## src/rtl/pal_pkg.sv

```systemverilog
// shared constants, operation codes and control structs for the positional array list
package pal_pkg;

  localparam int CAPACITY = 1024;
  localparam int ADDR_W   = $clog2(CAPACITY);
  localparam int LEN_W    = $clog2(CAPACITY + 1);

  localparam int OP_W  = 3;
  localparam int POS_W = 11;
  localparam int VAL_W = 32;
  localparam int CNT_W = 11;

  localparam logic [OP_W-1:0] OP_PUSH         = 3'd0;
  localparam logic [OP_W-1:0] OP_POP          = 3'd1;
  localparam logic [OP_W-1:0] OP_INSERT       = 3'd2;
  localparam logic [OP_W-1:0] OP_DELETE       = 3'd3;
  localparam logic [OP_W-1:0] OP_GET          = 3'd4;
  localparam logic [OP_W-1:0] OP_RANGE_DELETE = 3'd5;

  localparam logic [1:0] LEN_HOLD = 2'd0;
  localparam logic [1:0] LEN_INC  = 2'd1;
  localparam logic [1:0] LEN_DEC  = 2'd2;
  localparam logic [1:0] LEN_SUB  = 2'd3;

  typedef struct packed {
    logic       capture;    // latch request and set up the shift
    logic       shift;      // one read step of the shift
    logic       put_value;  // write the request value
    logic       get_read;   // read the entry at position
    logic [1:0] len_op;
    logic       post;       // load the output register
  } pal_cmd_t;

  typedef struct packed {
    logic            err;
    logic [OP_W-1:0] op;
    logic            left_zero;
    logic            last_step;
    logic            out_busy;
  } pal_sts_t;

endpackage

```

## src/rtl/pal_ctrl.sv

```systemverilog
// sequencer: decode, shift loop, length update and result post
module pal_ctrl (
  input  logic              clk,
  input  logic              rst,
  input  logic              req_valid,
  output logic              req_ready,
  input  pal_pkg::pal_sts_t sts,
  output pal_pkg::pal_cmd_t cmd
);
  import pal_pkg::*;

  localparam logic [2:0] S_IDLE   = 3'd0;
  localparam logic [2:0] S_DECODE = 3'd1;
  localparam logic [2:0] S_SHIFT  = 3'd2;
  localparam logic [2:0] S_FLUSH  = 3'd3;
  localparam logic [2:0] S_FINISH = 3'd4;
  localparam logic [2:0] S_POST   = 3'd5;

  logic [2:0] state;
  logic [2:0] state_next;

  assign req_ready = (state == S_IDLE);

  always_comb begin
    state_next = state;
    cmd        = '0;
    cmd.len_op = LEN_HOLD;
    unique case (state)
      S_IDLE: begin
        if (req_valid) begin
          cmd.capture = 1'b1;
          state_next  = S_DECODE;
        end
      end
      S_DECODE: begin
        state_next = S_POST;
        if (!sts.err) begin
          unique case (sts.op)
            OP_PUSH: begin
              cmd.put_value = 1'b1;
              cmd.len_op    = LEN_INC;
            end
            OP_POP: cmd.len_op = LEN_DEC;
            OP_GET: cmd.get_read = 1'b1;
            OP_INSERT, OP_DELETE, OP_RANGE_DELETE: begin
              state_next = sts.left_zero ? S_FINISH : S_SHIFT;
            end
            default: state_next = S_POST;
          endcase
        end
      end
      S_SHIFT: begin
        cmd.shift = 1'b1;
        if (sts.last_step) begin
          state_next = S_FLUSH;
        end
      end
      // last trailing write goes out here
      S_FLUSH: state_next = S_FINISH;
      S_FINISH: begin
        if (sts.op == OP_INSERT) begin
          cmd.put_value = 1'b1;
          cmd.len_op    = LEN_INC;
        end else begin
          cmd.len_op = LEN_SUB;
        end
        state_next = S_POST;
      end
      S_POST: begin
        if (!sts.out_busy) begin
          cmd.post   = 1'b1;
          state_next = S_IDLE;
        end
      end
      default: state_next = S_IDLE;
    endcase
  end

  always_ff @(posedge clk) begin
    if (rst) begin
      state <= S_IDLE;
    end else begin
      state <= state_next;
    end
  end

`ifndef NO_ASSERTIONS
  a_shift_left: assert property (@(posedge clk) disable iff (rst)
    state == S_SHIFT |-> !sts.left_zero)
    else $error("shift step with nothing left");

  a_shift_ok: assert property (@(posedge clk) disable iff (rst)
    state == S_SHIFT |-> !sts.err)
    else $error("shift on a failed request");

  a_flush_next: assert property (@(posedge clk) disable iff (rst)
    state == S_FLUSH |=> state == S_FINISH)
    else $error("flush not followed by finish");
`endif

endmodule

```

## config.mk

```make
export PLATFORM = sky130hd
export DESIGN_NAME = pal_ctrl
export DESIGN_NICKNAME = d
export VERILOG_FILES = /design/src/rtl/pal_pkg.sv /design/src/rtl/pal_ctrl.sv
export SDC_FILE = /design/constraint.sdc
export NUM_CORES = 1
export LEC_CHECK = 0
export BUFFER_PORTS_ARGS = -buffer_cell sky130_fd_sc_hd__buf_2
export CAP_MARGIN = 5
export CORE_AREA = 3 3 40 42
export CTS_CLUSTER_DIAMETER = 100
export DETAILED_ROUTE_END_ITERATION = 7
export DIE_AREA = 0 0 43 45
export HOLD_SLACK_MARGIN = 0.02
export SLEW_MARGIN = 20
export SYNTH_ARGS = -nofsm -noshare
export SYNTH_HDL_FRONTEND = slang
export SYNTH_SLANG_ARGS = --single-unit
export TNS_END_PERCENT = 30
```

## constraint.sdc

```tcl
create_clock -name clk -period 1.24 [get_ports clk]
set_input_delay 0.062 -clock clk [delete_from_list [all_inputs] [get_ports clk]]
set_output_delay 0.062 -clock clk [all_outputs]
set_load 0.02 [all_outputs]
```

* Word level (Yosys, flattened, before mapping)
Index checks and enable logic that the tools add are counted.
** Word-level totals
- Register bits after elaboration :: 3
- Input bits :: 10
- Word-level logic and storage cells :: 39
** Operators by class
- Equal/unequal tests :: 13
- Mux-type cells :: 21
- Reduce and logical (&&, ||, !) cells :: 4
** Operators by type and width (count)
- 3-bit two-way mux :: 6
- 3-bit one-hot mux with 6 select lines :: 1
- 3-bit by 2-bit == test with 1-bit output (second input constant) :: 4
- 3-bit == test (second input constant) :: 4
- 1-bit two-way mux :: 9
- 2-bit one-hot mux with 2 select lines :: 2
- 3-bit by 1-bit == test with 1-bit output (second input constant) :: 2
- 3-bit zero test :: 2
- 2-bit != test (second input constant) :: 3
- 4-bit two-way mux :: 1
- 3-bit AND reduction :: 1
- 3-bit OR reduction :: 1
- 2-bit two-way mux :: 1
- 1-bit one-hot mux with 2 select lines :: 1

* Depth between registers and ports, before layout
Gate-level depths: netlist of the first run.
- Depth after elaboration :: 5
- Mapped depth :: 5

* Worst setup path after synthesis of the first run
No wires, ideal clock.
- Path kind :: register -> output
- Start :: reg state[0]
- End :: out cmd[6] (netlist bit)
- Data arrival time :: 1.312 ns
- Required time :: 1.178 ns
- Slack :: -0.134 ns
- Stages on the path, launching flop included :: 4
- Buffers on the path :: 1
- Cells stage by stage :: dfxtp_1 buf_2 nor3_1 and2_1
** RTL lines
- start: declaration :: RTL line pal_ctrl.sv:19 : logic [2:0] state;
- start signal: assignment :: RTL line pal_ctrl.sv:83 : state <= state_next;
- end: declaration :: RTL line pal_ctrl.sv:8 : output pal_pkg::pal_cmd_t cmd

==> summary.md, run 1 <==
* complete, but fails checks — result of the run
* negative setup slack — violated checks
* 9 — maximum number of pins on one net before global-route repair
* 272.8 sq um — combined area of the multi-input logic cells
* 0 — final routed DRC violation total
* 74 — number of nets at the end of the flow
* yes — TritonCTS clock tree
* rst — Worst Hold Launch
* 1209 nW/um^2 — power density of the placed cells
* 1490 um — first-pass GRT wire length
* 330.3 sq um — Syn Std Cell Area
* 0 — Post CTS Setup Buffer Count
* 25 — library cells used by synthesis
* 8.057 sq um — average instance area after synthesis
* 18 — number of top-level design ports
* 3 — Clock Sinks
* 45 um — Die Ht
* state — Biggest register
* 0.003841 ns — Clock Skews
* 43 um — Horiz. Die Dim
* 0.2654 ns — actual slew at the worst max-slew pin
* 4 — # setup viols final
* 451.7 sq um — instance area at placement
* 695.2 um — DP HPWL
* 0.09 ns — register-to-register path setup slack
* 25.71% — effective utilization at floorplan
* sky130_fd_sc_hd__dfxtp_2 — Crit-path slowest cell
* sky130_fd_sc_hd__dfxtp_1 — commonest register cell after synthesis
* 4 — depth of the worst register-to-register path
* 0 — number of antenna cells inserted
* sky130_fd_sc_hd__buf_2 — leading cell type in the layout, fill and taps excluded
* 0 — final number of max-transition violations
* output port — Worst setup EP type
* 3 — number of clock buffers inserted by TritonCTS
* 1.350 ns — final critical-path required period
* 1.29 ns — data arrival at the endpoint of the critical path
* 146 — number of fill cells in the layout
* 82.31% — headroom to the max-slew limit
* 4.846 — via-per-instance ratio
* 63.81 sq um — sequential cell area
* 1.18 ns — Required @ worst endpoint
* 0 — Synth warnings
* 0 — antenna violations before repair
* 74 — total instance count after detailed placement
* 2 — DRC violation total after the first TritonRoute iteration
* reg2out — worst setup path category
* 0.5326 mV — peak supply drop
* 11.19 um — routed wire length per instance
* 17 — count of buffers from port buffering
* 2 — number of buffers on the longest clock path
* 1285 sq um — area of the core
* 0.33 ns — delay of the slowest cell on the worst path
* 873 um — routed wire length
* 41 — post-synthesis instance total
* 516.7 sq um — post-layout instance area
* 0 — number of nets still failing antenna checks after routing
* 13 — number of rows in the core area
* 624.7 uW — PnR Total Power
* 78 — post-layout instance count excluding filler cells
* 18.18% — sequential element share of the synthesized area
* 0.03858 ns — Worst Hold Margin
* nor4_4, nand3b_1, a21oi_1, buf_4 — Cell Chain, Critical Path
* state[1] — launching point of the worst reg2reg path
* sky130_fd_sc_hd__clkbuf_4 — clk root buf
* 3 — number of flip-flops in the largest register
* 378 — via count
* 0.7909 — routability congestion estimate from global placement
* 10.40% — overall global routing resource usage
* yes — setup repair after global routing missed its margin
* 3 — Crit Path Max Fanout
* in2reg — worst hold-check path type
* 3 — total of flip-flops plus latches after synthesis
* 57.14% — proportion of layout cells with a drive suffix above 1
* 2 — number of iterations in the first detailed-routing pass
* 2 — number of cells on the worst hold path
* sky130_fd_sc_hd__buf_2 (12), sky130_fd_sc_hd__buf_4 (9), sky130_fd_sc_hd__a21oi_1 (6) — most used cells in the layout excluding fill and tap cells
* 0.24 ns — clock latency on the worst-skew pair
* 0.7406 GHz — upper clock frequency limit
* state[2] — Endpoint, Worst Hold
* 0 — max-cap violation count
* 40.21% — post-layout util
* 1 — H-tree Lvls
* state (3) — biggest registers after layout
* 0.0002316 uW — reported leakage power
* 0 — Post-synth EDFFs
* 108.9% — final period utilization
* -0.1102 ns — minimum setup slack in the final design
* state[1] — reg2reg end
* 372 — via count of the first global-routing pass
* 0.04 ns — clock transition at the registers of the reported paths
* 56.44% — area overhead of the layout relative to synthesis
* 1935 sq um — floorplan die area
* 0 — number of hold buffers added after cts
* 0 — count of final hold-check violations
* 51 — total nets after synthesis
* 0% — Synth async-reset ratio
* 0 — overall overflow remaining after global route
* flop — kind of launch point of the worst setup path
## cell families after synthesis
| kind of cell | Yosys count | synth area share (%) |
|---|---|---|
| AND/OR/NAND/NOR | 19 | 41.29 |
| AO/OA/AOI/OAI | 12 | 26.52 |
| buffers and inverters | 5 | 7.578 |
| flip-flops | 3 | 18.18 |
| multiplexers | 2 | 6.439 |
## what timing repair did
action | CTS | global route
endpoints found under the setup margin | 5 | 6
pin swaps | 5 | 2
hold endpoints to repair | 0 | 0
gates cloned | 0 | 0
gates resized for setup | 10 | 2
## worst max-delay path: cells and delay by family, from the launching register on
kind | cells | cell delay, ns
and+or+nand+nor | 2 | 0.42
buffers and inverters | 1 | 0.15
AOI/OAI and AO/OA | 1 | 0.15
DFF | 1 | 0.33
## stage by stage
| step | worst slack (ns) | TNS, ns |
|---|---|---|
| global route | -0.2279 | -0.8238 |
| floorplan | -0.1141 | -0.2705 |
| finish | -0.1102 | -0.3008 |
| detailed placement | -0.02957 | -0.05636 |
| CTS | -0.1291 | -0.3434 |
| global placement | 0.02610 | 0 |
## area by class of cell
type                            count  area share [%]
Multi-Input combinational cell     33           52.78
Clock buffer                        4           5.085
Timing Repair Buffer               21           24.70
Sequential cell                     3           12.35
Inverter                            2           1.453
Tap cell                           15           3.632
## power breakdown
group | switching, uW | leakage (uW) | internal, uW
clock | 56.4 | 0.0000150 | 121
combinational | 166 | 0.000191 | 142
sequential | 21.8 | 0.0000257 | 117
## Yosys cell counts, types with 2 or more instances
library cell               count  area share (%)
sky130_fd_sc_hd__a21oi_1       6             9.1
sky130_fd_sc_hd__buf_2         2             3.0
sky130_fd_sc_hd__dfxtp_1       3              18
sky130_fd_sc_hd__inv_1         2             2.3
sky130_fd_sc_hd__nand3b_1      2             4.5
sky130_fd_sc_hd__nor2_1        4             4.5
sky130_fd_sc_hd__nor3_1        3             4.5
sky130_fd_sc_hd__o21ai_0       2             3.0
## routing by layer
metal,wire length (um),track usage (%),up-vias
met5,0,0,-
met4,8,5.422,0
met3,81,5.179,3
met2,393,15.57,14
met1,388,12.26,167
li1,-,-,194
## worst max-delay path by stage
stage,start,endpoint,cells after the start,slack (ns)
after floorplan,state[2],cmd[1],4,-0.11
after global placement,state[2],cmd[1],4,0.03
after detailed placement,state[2],cmd[4],4,-0.03
after CTS,state[1],cmd[4],4,-0.13
after global routing,state[1],cmd[1],4,-0.23
final,state[1],cmd[4],4,-0.11
Power figures use the tool's default switching activity.
==> run 2, diff against run 1 <==
==> constraint.sdc (replaced) <==
create_clock -name clk -period 1.5 [get_ports clk]
set_input_delay 0.075 -clock clk [delete_from_list [all_inputs] [get_ports clk]]
set_output_delay 0.075 -clock clk [all_outputs]
set_load 0.02 [all_outputs]
==> run 2 against run 1 <==
Core utilization fell by 1.6 points. Hold slack improved by 0.030 ns. Clock power fell by 21%. Via count fell by 3.2%. First-iteration DRC count rose to 3.5 times the previous value. Global-route usage fell by 1.7 points. The run now ends clean. Sequential power fell by 17%.
==> summary.md, run 2 (synthesis results as in run 1) <==
* finished, final reports clean — result of the run
* in2reg — worst hold-check path type
* sky130_fd_sc_hd__dfxtp_1 — Crit-path slowest cell
* 0 — # setup viols final
* 328 — via count of the first global-routing pass
* 50.38% — area overhead of the layout relative to synthesis
* 0.23 ns — clock latency on the worst-skew pair
* 5 — Crit Path Max Fanout
* 52.46% — proportion of layout cells with a drive suffix above 1
* 45 um — Die Ht
* 82.70% — headroom to the max-slew limit
* 2 — number of cells on the worst hold path
* cmd[4] — Worst Setup EP
* 0.7696 — routability congestion estimate from global placement
* 93.96% — final period utilization
* state[1] — launching point of the worst reg2reg path
* 43 um — Horiz. Die Dim
* 668.9 um — DP HPWL
* sky130_fd_sc_hd__clkbuf_4 — clk root buf
* 3 — number of clock buffers inserted by TritonCTS
* 366 — via count
* 143 — number of fill cells in the layout
* 0.4802 mV — peak supply drop
* 974.6 nW/um^2 — power density of the placed cells
* 0.1420 ns — worst slack at placement
* nor4_4, nand3b_1, a21oi_2, buf_4 — Cell Chain, Critical Path
* 1285 sq um — area of the core
* 1 — H-tree Lvls
* met3 — top layer in use
* yes — setup repair after global routing missed its margin
* sky130_fd_sc_hd__buf_2 — leading cell type in the layout, fill and taps excluded
* 0.09060 ns — minimum setup slack in the final design
* state — Biggest register
* 0.2595 ns — actual slew at the worst max-slew pin
* 0 — number of nets still failing antenna checks after routing
* 0.00002787 ns — Clock Skews
* 17 — count of buffers from port buffering
* 1.33 ns — data arrival at the endpoint of the critical path
* 484.1 uW — PnR Total Power
* 0.04 ns — clock transition at the registers of the reported paths
* 0.7095 GHz — upper clock frequency limit
* 25.71% — effective utilization at floorplan
* state[2] — reg2reg end
* flop — kind of launch point of the worst setup path
* output port — Worst setup EP type
* state[1] — launching element of the worst setup path
* reg2out — worst setup path category
* 8.728% — overall global routing resource usage
* 0 — max-cap violation count
* 0 — Post CTS Setup Buffer Count
* 0.06842 ns — Worst Hold Margin
* 1.42 ns — Required @ worst endpoint
* 2 — number of iterations in the first detailed-routing pass
* 1935 sq um — floorplan die area
* 18 — number of top-level design ports
* 3 — number of flip-flops in the largest register
* sky130_fd_sc_hd__buf_2 (14), sky130_fd_sc_hd__a21oi_1 (5), sky130_fd_sc_hd__buf_4 (5) — most used cells in the layout excluding fill and tap cells
* 1.409 ns — final critical-path required period
* 0 — overall overflow remaining after global route
* 844 um — routed wire length
* 4.816 — via-per-instance ratio
* 7 — DRC violation total after the first TritonRoute iteration
* 431.7 sq um — instance area at placement
* 375 um — metal1 wirelength
* 0 — antenna violations before repair
* 0 — number of antenna cells inserted
* 0 — final routed DRC violation total
* 496.7 sq um — post-layout instance area
* state (3) — biggest registers after layout
* 3 — Clock Sinks
* 421 um — Met2 Routed Length
* 72 — number of nets at the end of the flow
* 4 — depth of the worst register-to-register path
* 1269 um — first-pass GRT wire length
* 2 — number of buffers on the longest clock path
* 0.0002196 uW — reported leakage power
* 11 — maximum number of pins on one net before global-route repair
* 0.35 ns — delay of the slowest cell on the worst path
* 0 — count of final hold-check violations
* 11.11 um — routed wire length per instance
* 0.30 ns — register-to-register path setup slack
* 0 — final number of max-transition violations
* 13 — number of rows in the core area
* 0 — number of hold buffers added after cts
* 47 um — met3 routed wirelength
* yes — TritonCTS clock tree
-- run 2: how the worst min path moves through the flow --
stage,start,endpoint,slack (ns)
6_report,rst,state[2],0.07
5_1_grt,rst,state[2],0.08
4_1_cts,rst,state[2],0.06
3_5_place_dp,rst,state[1],0.31
3_3_place_gp,rst,state[2],0.31
2_1_floorplan,rst,state[2],0.14
-- run 2: timing repair --
item	in CTS	in global routing
gates resized for setup	2	8
endpoints found under the setup margin	3	3
pin swaps	0	3
-- run 2: per-stage QoR --
step	setup TNS, ns	std cells	utilization [%]
6_report	0	76	38.66
5_1_grt	-0.002019	76	38.66
4_1_cts	0	76	36.22
3_5_place_dp	0	72	33.59
3_3_place_gp	0	72	33.59
2_1_floorplan	0	41	-
-- run 2: critical path, delay by kind of cell (launching register included) --
family	cells	cell delay, ns
buf+inv	1	0.14
compound gates	1	0.15
flops	1	0.35
simple gates	2	0.47
-- run 2: layer usage --
| metal | GRT usage (%) | vias to the layer above |
|---|---|---|
| met5 | 0 | - |
| met4 | 5.422 | 0 |
| met3 | 2.390 | 0 |
| met2 | 15.27 | 10 |
| met1 | 9.353 | 165 |
| li1 | - | 191 |
-- run 2: power by group --
group	leakage (uW)	internal [uW]	switching, uW
Combinational	0.000179	97.2	132
Sequential	0.0000254	96.3	20.0
Clock	0.0000150	99.5	39.4
-- run 2: layout make-up --
class,count,area (sq um),share of cell area (%)
Multi-Input combinational cell,33,272.8,54.91
Timing Repair Buffer,19,107.6,21.66
Sequential cell,3,63.81,12.85
Clock buffer,4,26.28,5.290
Tap cell,15,18.77,3.778
Inverter,2,7.507,1.511
